--- src/hdl/csvfs_pkg.sv ---
// Shared types, constants and helpers for the CSV field splitter.
package csvfs_pkg;

  localparam int MAX_FIELDS = 256;
  localparam int IndexW = 8;
  localparam int IndexCapInt = (MAX_FIELDS - 1 > 255) ? 255 : MAX_FIELDS - 1;
  localparam logic [IndexW-1:0] IndexCap = IndexW'(IndexCapInt);

  localparam logic [7:0] CharComma = 8'h2C;
  localparam logic [7:0] CharQuote = 8'h22;

  localparam int QueueDepth = 4;
  localparam int QueuePtrW = $clog2(QueueDepth);

  typedef enum logic [1:0] {
    QS_UNQUOTED,
    QS_QUOTED,
    QS_QUOTE_SEEN
  } quote_state_t;

  typedef struct packed {
    logic [7:0] in_byte;
    logic       last_in_row;
    logic       empty_row;
  } in_item_t;

  typedef struct packed {
    logic              has_char;
    logic [7:0]        out_char;
    logic [IndexW-1:0] field_index;
    logic              field_end;
    logic              row_end;
    logic              last;
  } out_item_t;

  typedef struct packed {
    logic              pri_valid;
    logic              pri_has_char;
    logic [7:0]        pri_char;
    logic [IndexW-1:0] pri_index;
    logic              pri_field_end;
    logic              sec_valid;
    logic [IndexW-1:0] sec_index;
  } entry_t;

  function automatic logic [IndexW-1:0] next_index(input logic [IndexW-1:0] idx);
    logic [IndexW-1:0] res;
    res = (idx < IndexCap) ? idx + IndexW'(1) : idx;
    return res;
  endfunction

endpackage

--- src/hdl/csvfs_front.sv ---
// Front end: accept row bytes, track quoting and field index, build result entries.
module csvfs_front (
  input  logic               clk,
  input  logic               rst,
  input  logic               push,
  input  csvfs_pkg::in_item_t item,
  input  logic               q_full,
  output logic               full,
  output logic               ent_push,
  output csvfs_pkg::entry_t  ent
);
  import csvfs_pkg::*;

  quote_state_t      quote_state, quote_state_next;
  logic [IndexW-1:0] field_counter, field_counter_next;
  logic              accept;
  logic              is_comma, is_quote;

  assign accept   = push && !q_full;
  assign full     = q_full;
  assign is_comma = (item.in_byte == CharComma);
  assign is_quote = (item.in_byte == CharQuote);

  always_comb begin
    quote_state_next   = quote_state;
    field_counter_next = field_counter;
    if (accept) begin
      if (item.empty_row) begin
        quote_state_next   = QS_UNQUOTED;
        field_counter_next = '0;
      end else begin
        unique case (quote_state)
          QS_QUOTED: begin
            if (is_quote) quote_state_next = QS_QUOTE_SEEN;
          end
          QS_QUOTE_SEEN: begin
            if (is_comma) begin
              quote_state_next   = QS_UNQUOTED;
              field_counter_next = next_index(field_counter);
            end else if (is_quote) begin
              quote_state_next = QS_QUOTED;
            end else begin
              quote_state_next = QS_UNQUOTED;
            end
          end
          default: begin
            if (is_comma) begin
              field_counter_next = next_index(field_counter);
            end else if (is_quote) begin
              quote_state_next = QS_QUOTED;
            end
          end
        endcase
        if (item.last_in_row) begin
          quote_state_next   = QS_UNQUOTED;
          field_counter_next = '0;
        end
      end
    end
  end

  always_comb begin
    ent               = '0;
    ent.pri_index     = field_counter;
    ent.sec_index     = field_counter;
    if (item.empty_row) begin
      ent.sec_valid = 1'b1;
    end else begin
      unique case (quote_state)
        QS_QUOTED: begin
          if (!is_quote) begin
            ent.pri_valid    = 1'b1;
            ent.pri_has_char = 1'b1;
            ent.pri_char     = item.in_byte;
          end
        end
        QS_QUOTE_SEEN: begin
          if (is_comma) begin
            ent.pri_valid     = 1'b1;
            ent.pri_field_end = 1'b1;
          end else if (is_quote) begin
            ent.pri_valid    = 1'b1;
            ent.pri_has_char = 1'b1;
            ent.pri_char     = CharQuote;
          end
        end
        default: begin
          if (is_comma) begin
            ent.pri_valid     = 1'b1;
            ent.pri_field_end = 1'b1;
          end else if (!is_quote) begin
            ent.pri_valid    = 1'b1;
            ent.pri_has_char = 1'b1;
            ent.pri_char     = item.in_byte;
          end
        end
      endcase
      ent.sec_valid = item.last_in_row;
      if (ent.pri_field_end) ent.sec_index = next_index(field_counter);
    end
    ent_push = accept && (ent.pri_valid || ent.sec_valid);
  end

  always_ff @(posedge clk) begin
    if (rst) begin
      quote_state   <= QS_UNQUOTED;
      field_counter <= '0;
    end else begin
      quote_state   <= quote_state_next;
      field_counter <= field_counter_next;
    end
  end

endmodule

--- src/hdl/csvfs_queue.sv ---
// Short entry queue between the front and back ends.
module csvfs_queue (
  input  logic              clk,
  input  logic              rst,
  input  logic              wr,
  input  csvfs_pkg::entry_t wr_entry,
  input  logic              rd,
  output csvfs_pkg::entry_t rd_entry,
  output logic              full,
  output logic              empty
);
  import csvfs_pkg::*;

  entry_t               mem [QueueDepth];
  logic [QueuePtrW-1:0] wptr, rptr;
  logic [QueuePtrW:0]   count;
  logic                 do_wr, do_rd;

  assign full     = (count == (QueuePtrW+1)'(QueueDepth));
  assign empty    = (count == '0);
  assign do_wr    = wr && !full;
  assign do_rd    = rd && !empty;
  assign rd_entry = mem[rptr];

  always_ff @(posedge clk) begin
    if (do_wr) mem[wptr] <= wr_entry;
  end

  always_ff @(posedge clk) begin
    if (rst) begin
      wptr  <= '0;
      rptr  <= '0;
      count <= '0;
    end else begin
      if (do_wr) wptr <= wptr + QueuePtrW'(1);
      if (do_rd) rptr <= rptr + QueuePtrW'(1);
      unique case ({do_wr, do_rd})
        2'b10:   count <= count + (QueuePtrW+1)'(1);
        2'b01:   count <= count - (QueuePtrW+1)'(1);
        default: count <= count;
      endcase
    end
  end

endmodule

--- src/hdl/csvfs_back.sv ---
// Back end: split entries into one or two results and hold them in an output register.
module csvfs_back (
  input  logic                clk,
  input  logic                rst,
  input  logic                q_empty,
  input  csvfs_pkg::entry_t   q_entry,
  output logic                q_pop,
  input  logic                pop,
  output logic                empty,
  output csvfs_pkg::out_item_t result
);
  import csvfs_pkg::*;

  logic              out_valid, out_valid_next;
  out_item_t         out_res, out_res_next;
  logic              pend_valid, pend_valid_next;
  logic [IndexW-1:0] pend_index, pend_index_next;
  logic              load;

  assign load   = !out_valid || pop;
  assign empty  = !out_valid;
  assign result = out_res;

  always_comb begin
    out_valid_next  = out_valid && !pop;
    out_res_next    = out_res;
    pend_valid_next = pend_valid;
    pend_index_next = pend_index;
    q_pop           = 1'b0;
    if (load) begin
      if (pend_valid) begin
        out_valid_next           = 1'b1;
        out_res_next             = '0;
        out_res_next.field_index = pend_index;
        out_res_next.field_end   = 1'b1;
        out_res_next.row_end     = 1'b1;
        out_res_next.last        = 1'b1;
        pend_valid_next          = 1'b0;
      end else if (!q_empty) begin
        q_pop          = 1'b1;
        out_valid_next = 1'b1;
        out_res_next   = '0;
        if (q_entry.pri_valid) begin
          out_res_next.has_char    = q_entry.pri_has_char;
          out_res_next.out_char    = q_entry.pri_char;
          out_res_next.field_index = q_entry.pri_index;
          out_res_next.field_end   = q_entry.pri_field_end;
          out_res_next.last        = !q_entry.sec_valid;
          pend_valid_next          = q_entry.sec_valid;
          pend_index_next          = q_entry.sec_index;
        end else begin
          out_res_next.field_index = q_entry.sec_index;
          out_res_next.field_end   = 1'b1;
          out_res_next.row_end     = 1'b1;
          out_res_next.last        = 1'b1;
        end
      end
    end
  end

  always_ff @(posedge clk) begin
    out_res    <= out_res_next;
    pend_index <= pend_index_next;
  end

  always_ff @(posedge clk) begin
    if (rst) begin
      out_valid  <= 1'b0;
      pend_valid <= 1'b0;
    end else begin
      out_valid  <= out_valid_next;
      pend_valid <= pend_valid_next;
    end
  end

endmodule

--- src/hdl/csv_field_splitter.sv ---
// Top level of the CSV field splitter: front end, entry queue and back end.
// Bytes of a row enter one per cycle through push/full while full is low; a classifier
// tracks the quote state and field index and writes each byte's results (a content
// byte or comma field-end, then a row-end field-end on the last byte) as one entry
// into a four-entry queue. The back end reads at most one entry per cycle and drives
// results through an output register with pop/empty. An entry with two results fills
// the output register with each in turn, so a row of N bytes gives at most N+1 results.
// A byte's entry is written into the queue when the byte is accepted and is loaded
// from there into the output register once it is free. Bytes that give no result
// (opening quotes, a quote inside a quoted field, a stray byte after a closing quote)
// write no entry.
module csv_field_splitter (
  input  logic                clk,
  input  logic                rst,
  input  logic                push,
  output logic                full,
  input  csvfs_pkg::in_item_t  item,
  output logic                empty,
  input  logic                pop,
  output csvfs_pkg::out_item_t result
);
  import csvfs_pkg::*;

  logic   ent_push, q_full, q_empty, q_pop;
  entry_t ent, q_entry;

  csvfs_front u_front (
    .clk      (clk),
    .rst      (rst),
    .push     (push),
    .item     (item),
    .q_full   (q_full),
    .full     (full),
    .ent_push (ent_push),
    .ent      (ent)
  );

  csvfs_queue u_queue (
    .clk      (clk),
    .rst      (rst),
    .wr       (ent_push),
    .wr_entry (ent),
    .rd       (q_pop),
    .rd_entry (q_entry),
    .full     (q_full),
    .empty    (q_empty)
  );

  csvfs_back u_back (
    .clk     (clk),
    .rst     (rst),
    .q_empty (q_empty),
    .q_entry (q_entry),
    .q_pop   (q_pop),
    .pop     (pop),
    .empty   (empty),
    .result  (result)
  );

  a_row_end_closes: assert property (@(posedge clk) disable iff (rst)
    (!empty && result.row_end) |-> (result.field_end && result.last && !result.has_char))
    else $error("row end result without field end or last");

  a_char_not_end: assert property (@(posedge clk) disable iff (rst)
    (!empty && result.has_char) |-> (!result.field_end && !result.row_end))
    else $error("content result marked as field end");

  a_no_write_when_full: assert property (@(posedge clk) disable iff (rst)
    ent_push |-> !q_full)
    else $error("entry written into a full queue");

  a_empty_row_result: assert property (@(posedge clk) disable iff (rst)
    (push && !full && item.empty_row) |=> !q_empty)
    else $error("empty row left no entry");

endmodule
--- config.mk ---
export PLATFORM = sky130hd
export DESIGN_NAME = csv_field_splitter
export DESIGN_NICKNAME = d
export VERILOG_FILES = /design/src/hdl/csvfs_pkg.sv /design/src/hdl/csvfs_front.sv /design/src/hdl/csvfs_queue.sv /design/src/hdl/csvfs_back.sv /design/src/hdl/csv_field_splitter.sv
export SDC_FILE = /design/constraint.sdc
export NUM_CORES = 1
export LEC_CHECK = 0
export ABC_CLOCK_PERIOD_IN_PS = 2900
export BUFFER_PORTS_ARGS = -buffer_cell sky130_fd_sc_hd__buf_2
export CAP_MARGIN = 40
export CORE_ASPECT_RATIO = 2
export CORE_MARGIN = 1
export CORE_UTILIZATION = 55
export CTS_CLUSTER_SIZE = 12
export DETAILED_ROUTE_END_ITERATION = 16
export HOLD_SLACK_MARGIN = 0.02
export PLACE_DENSITY = 0.79
export REMOVE_ABC_BUFFERS = 1
export SKIP_CTS_REPAIR_TIMING = 1
export SLEW_MARGIN = 20
export SYNTH_ARGS = -nofsm -noshare
export SYNTH_HDL_FRONTEND = slang
export SYNTH_SLANG_ARGS = --single-unit
--- constraint.sdc ---
create_clock -name clk -period 2.9 [get_ports clk]
set_input_delay 0.145 -clock clk [delete_from_list [all_inputs] [get_ports clk]]
set_output_delay 0.145 -clock clk [all_outputs]
set_load 0.03 [all_outputs]
-- Yosys cells after proc, flatten, opt, wreduce, memory -nomap -nowiden
Memories as Yosys holds them, arrays and structs flattened. A register that Yosys moved wholly into a read port is not among the register bits.
Cells that the tools add are included.
- $add $sub $neg: 5
- order comparisons: 1
- eq/ne operators: 11
- mux-type cells: 48
- bitwise logic cells: 2
- reductions and logical operators: 20
- operators by type and width (kind ; count):
    $mux 8 ; 7
    $mux 9 ; 4
    $mux 10 ; 3
    $mux 1 ; 21
    $mux 20 ; 1
    $pmux 10 s2 ; 1
    $eq 8x6->1 const B ; 2
    $mux 2 ; 8
    $mux 11 ; 1
    $add 8x1->8 const B ; 1
    $lt 8x8->1 const B ; 1
    $reduce_and 4->1 ; 2
    $pmux 3 s2 ; 1
    $logic_and 1x1->1 ; 5
    $logic_not 1->1 ; 5
    $ne 5x5->1 const B ; 1
    $add 2x1->2 const B ; 2
    $eq 2x1->1 const B ; 2
    $eq 2x2->1 const B ; 2
    $ne 4x3->1 const B ; 1
    $pmux 2 s2 ; 1
    $reduce_bool 4->1 ; 1
    $add 3x1->3 const B ; 1
    $eq 3x3->1 const B ; 1
    10 further kinds ; 12
- register bits: 47
- memory bits (writable): 112
- output and inout bits: 22
- word-level logic and storage cells: 102
- memories kept: 1
- memories (name ; words ; width ; read ports ; clocked after memory_dff ; wr ports ; RTL line ; text):
    u_queue.mem ; 4 ; 28 ; 1 ; 1 ; 1 ; csvfs_queue.sv:14 ; entry_t mem [QueueDepth];

-- Longest topological paths before layout
- word-level depth: 10
- gate-level depth with buffers: 14
- depth with buffers taken out: 14

-- Hierarchy
Synthesis repeated with hierarchy kept, for this count alone.
- cells, all modules: 418
- area total of the unflattened synthesis: 6825.3 sq um
- modules (own cells, without submodules) (module ; times used ; cells each ; area an instance (sq um) ; seq. area each (sq um)):
    csvfs_queue ; 1 ; 200 ; 4578.1 ; 3543.4
    csvfs_back ; 1 ; 81 ; 1231.2 ; 880.8
    csvfs_front ; 1 ; 137 ; 1016.0 ; 200.2

-- Least setup slack after synthesis
OpenSTA, ideal clock, no wires.
- path type: reg2reg
- start: reg u_queue.count[2]
- end: reg u_queue.count[2]
- arrival: 2.870 ns
- required time: 2.829 ns
- path slack: -0.041 ns
- stages on the path, launching flop included: 11
- path buffers: 0
- period minus slack after synthesis: 2.941 ns
- cell sequence: dfxtp_1 > nor3b_1 > and2b_1 > o21a_1 > inv_1 > ha_1 > inv_1 > fa_1 > xor2_1 > or3_1 > a21oi_1
- longest elaborated chain between the ends: 7
- RTL lines (what ; RTL line ; text):
    start: declaration ; csvfs_queue.sv:16 ; logic [QueuePtrW:0] count;
    start signal: assignment ; csvfs_queue.sv:38 ; 2'b10: count <= count + (QueuePtrW+1)'(1);
    start signal: assignment ; csvfs_queue.sv:39 ; 2'b01: count <= count - (QueuePtrW+1)'(1);
    start signal: assignment ; csvfs_queue.sv:40 ; default: count <= count;
    $eq 3x3->1 * ; csvfs_queue.sv:19 ; assign full = (count == (QueuePtrW+1)'(QueueDepth));
    named net full ; csv_field_splitter.sv:16 ; output logic full,
    $logic_not 1->1 * ; csvfs_front.sv:19, csvfs_queue.sv:21 ;
    $logic_and 1x1->1 ; csvfs_front.sv:19 ; assign accept = push && !q_full;
    $logic_and 1x1->1 ; csvfs_front.sv:101 ; ent_push = accept && (ent.pri_valid || ent.sec_valid);
    $logic_and 1x1->1 * ; csvfs_queue.sv:21 ; assign do_wr = wr && !full;
    $eq 2x1->1 or $eq 2x2->1 (tied branches) ; csvfs_queue.sv:37 ; unique case ({do_wr, do_rd})
    $pmux 3 s2 or $reduce_bool 2->1 (tied branches) ; - ;
Mark *: on every way through the listed nets, which the timed path passes. The rest lies on a longest branch.
A chain may end at the register's enable or synchronous reset.

-- Worst setup path after layout
- start: reg u_front.quote_state[0]
- end: reg u_queue.count[2]
- longest elaborated chain between the ends: 8
- RTL lines (what ; RTL line ; text):
    start: declaration ; csvfs_front.sv:14 ; quote_state_t quote_state, quote_state_next;
    start signal: assignment ; csvfs_front.sv:109 ; quote_state <= quote_state_next;
    $eq 2x2->1 or $eq 2x1->1 (tied branches) ; csvfs_front.sv:69 ; unique case (quote_state)
    $pmux 10 s2 * ; csvfs_front.sv:69 ;
    $mux 10 * ; csvfs_front.sv:66 ; if (item.empty_row) begin
    $logic_or 1x1->1 * ; csvfs_front.sv:101 ;
    $logic_and 1x1->1 * ; csvfs_front.sv:101 ;
    $logic_and 1x1->1 * ; csvfs_queue.sv:21 ;
    $eq 2x1->1 or $eq 2x2->1 (tied branches) ; csvfs_queue.sv:37 ;
    $pmux 3 s2 or $reduce_bool 2->1 (tied branches) ; - ;
Every way passes the cells marked *; elsewhere a longest branch is shown, timed or not.

==> impl_metrics.ini <==
[worst_setup_path]
criticalPathCategory = reg -> reg
critPathMaxFanout = 3
r2r_end = u_queue.count[2]
crit_path_end_kind = register
startpoint_type = register
crit_arrival_ns = 3.11
r2r_cells = 14
r2r_setup_slack_ns = 0.13
reg2reg_from = u_front.quote_state[0]
crit_required_ns = 3.24
cp-startpoint = u_front.quote_state[0]

[yosys]
synthSimpleGateAreaFrac = 0.0973
syn-mean-instance-area_sq_um = 16.2
synth_seq_cells = 161
netlist_area_sq_um = 6610
synth_compound_area_frac = 0.0375
muxShareOfSynthArea = 0.114
ys.flop_type = edfxtp_1
async_reset_ff_frac = 0
synthCells = 408
yosysWarnings = 0
ys_seq_area_frac = 0.700
synth-edff-count = 140
synth_top_family_by_area = multiplexers
synth-xor-area-share = 0.0119
synth_cell_types = 46
synthAdderAreaFrac = 0.0201

[finish]
antenna_cells = 0
final_common_cell = edfxtp_1
fillers = 793
area_delta_synth_final_pct = 16.2
layout.area.seq_sq_um = 4630
mostFrequentLayoutCells = edfxtp_1 (140), buf_2 (35), mux4_2 (28)
nets = 496
multi_input_area_sq_um = 1870
drive_gt1_frac = 0.289

[sta]
relSlewSlack = 0.477
holdWs_ns = 0.0911
clock_skew_ns = 0.00883
tightest_slew_ns = 0.776
period_needed_ns = 2.77
hold_violations = 0
clock.fmax_mhz = 361
post-route-period-util = 0.954
setup_violations = 0
slew_viol_final = 0
rsz0062_at_grt = false
setup_ws_ns = 0.132

[routing]
viasPerCell = 5.97
ant_nets = 0
drtIter0Drc = 196
dr.pass1.iters = 5
routedWlPerCell_um = 20.1
vias = 3759
drc_errors = 0
drt-total-wl_um = 12600

[hold_path]
hold_start = pop
min_path_type = in -> reg
hold_end = u_back.out_valid
worstHoldPathCells = 4

[global_route]
grt_overflow = 0
grt_pass1_vias = 3789
grt_max_degree = 29
grt_pass1_wl_um = 19700
antenna_found_initial = 0
grtUsageTotal = 0.220

[clock_network]
cts_tree = yes
numCtsBuffers = 17
worstSkewPairLatency_ns = 0.42
htreeDepth = 4
cts_root_buffer = clkbuf_16
cts_sinks = 161
clk_path_buf_depth = 2
clk_pin_slew_ns = 0.06

[run_status]
status = finished, final reports clean

[job]
max-cap-violations = 0

[floorplanning]
die_w_um = 79.5
io_pins = 36
die_h_um = 157
initial_utilization = 0.565
rows = 56
core_sq_um = 11700
die_area_sq_um = 12500

[power_and_ir_drop]
p_leak_uw = 0.00270
ir_drop_mv = 0.628
powerDensity_nw_per_um2 = 944

[placed_design]
place_ws_ns = -0.104
dp_hpwl_um = 7840
port_buffers = 35
routabilityCongestion = 0.941
synthesized netlist by cell type (all sizes together) (11+ instances only):
| master | number | share of area |
|---|---|---|
| a21oi | 20 | 0.016 |
| and2 | 11 | 0.011 |
| and3 | 15 | 0.014 |
| dfxtp | 21 | 0.064 |
| edfxtp | 140 | 0.64 |
| inv | 17 | 0.0097 |
| mux4 | 28 | 0.095 |
| nand2 | 24 | 0.014 |
| nor2 | 18 | 0.010 |
| o21ai | 11 | 0.0083 |
power breakdown:
group / total (uW) / switching, uW / internal [uW]
Sequential: 3210 / 126 / 3080
Combinational: 1890 / 1190 / 698
Clock: 2150 / 940 / 1210
how the worst max path moves through the flow:
stage                                  end  slack (ns)  cells past startpoint
after floorplan           u_queue.count[2]       -0.04                     10
after global placement    u_queue.count[2]        0.02                     15
after detailed placement  u_queue.count[2]       -0.10                     15
after CTS                 u_queue.count[2]        0.06                     13
after global routing      u_queue.count[2]        0.06                     14
final                     u_queue.count[2]        0.13                     14
registers in the layout, indices dropped and copies added, names as in the netlist, named ones only:
name                   flops
u_back.out_valid           1
u_back.pend_index          8
u_back.pend_valid          1
u_back.result             20
u_front.field_counter      8
u_front.quote_state        2
u_queue.count              3
u_queue.mem              112
u_queue.rptr               2
u_queue.wptr               2
area by class of cell:
cell class,instances,share of cell area
Sequential cell,161,0.602
Multi-Input combinational cell,215,0.243
Clock buffer,17,0.0554
Timing Repair Buffer,60,0.0472
Tap cell,145,0.0236
Clock inverter,15,0.0197
Inverter,17,0.00831
critical path: stages (launching register included):
cell	delay [ns]
dfxtp_1	0.33
inv_1	0.07
ha_2	0.18
inv_1	0.06
ha_1	0.27
o21ai_1	0.07
a22o_2	0.26
o21a_1	0.18
inv_1	0.06
ha_2	0.17
inv_1	0.06
fa_2	0.37
xor2_1	0.15
or3_1	0.31
a21oi_1	0.16
routing by layer:
layer  track usage  routed length [um]  up-vias  part of all wire
li1              -                   -     1697                 -
met1         0.237                4520     1886              0.36
met2         0.397                7140      148              0.56
met3        0.0528                 610       28             0.048
met4         0.102                 377        0             0.030
met5             0                   0        -                 0
logic make-up after synthesis:
family / Yosys count
fa+ha+maj: 10
flops: 161
xor+xnor: 9
compound gates: 43
mux: 40
simple gates: 113
buf+inv: 32
through the flow:
stage	total power, uW	setup TNS (ns)	area, sq um	instances	utilization
4_1_cts	7310	0	7660	629	0.655
2_1_floorplan	4530	-0.0398	6550	393	-
3_3_place_gp	5090	0	7090	597	0.606
3_5_place_dp	5160	-0.104	7090	597	0.606
5_1_grt	7560	0	7680	630	0.656
6_report	7250	0	7680	630	0.656
(Power assumes the default switching activity.)
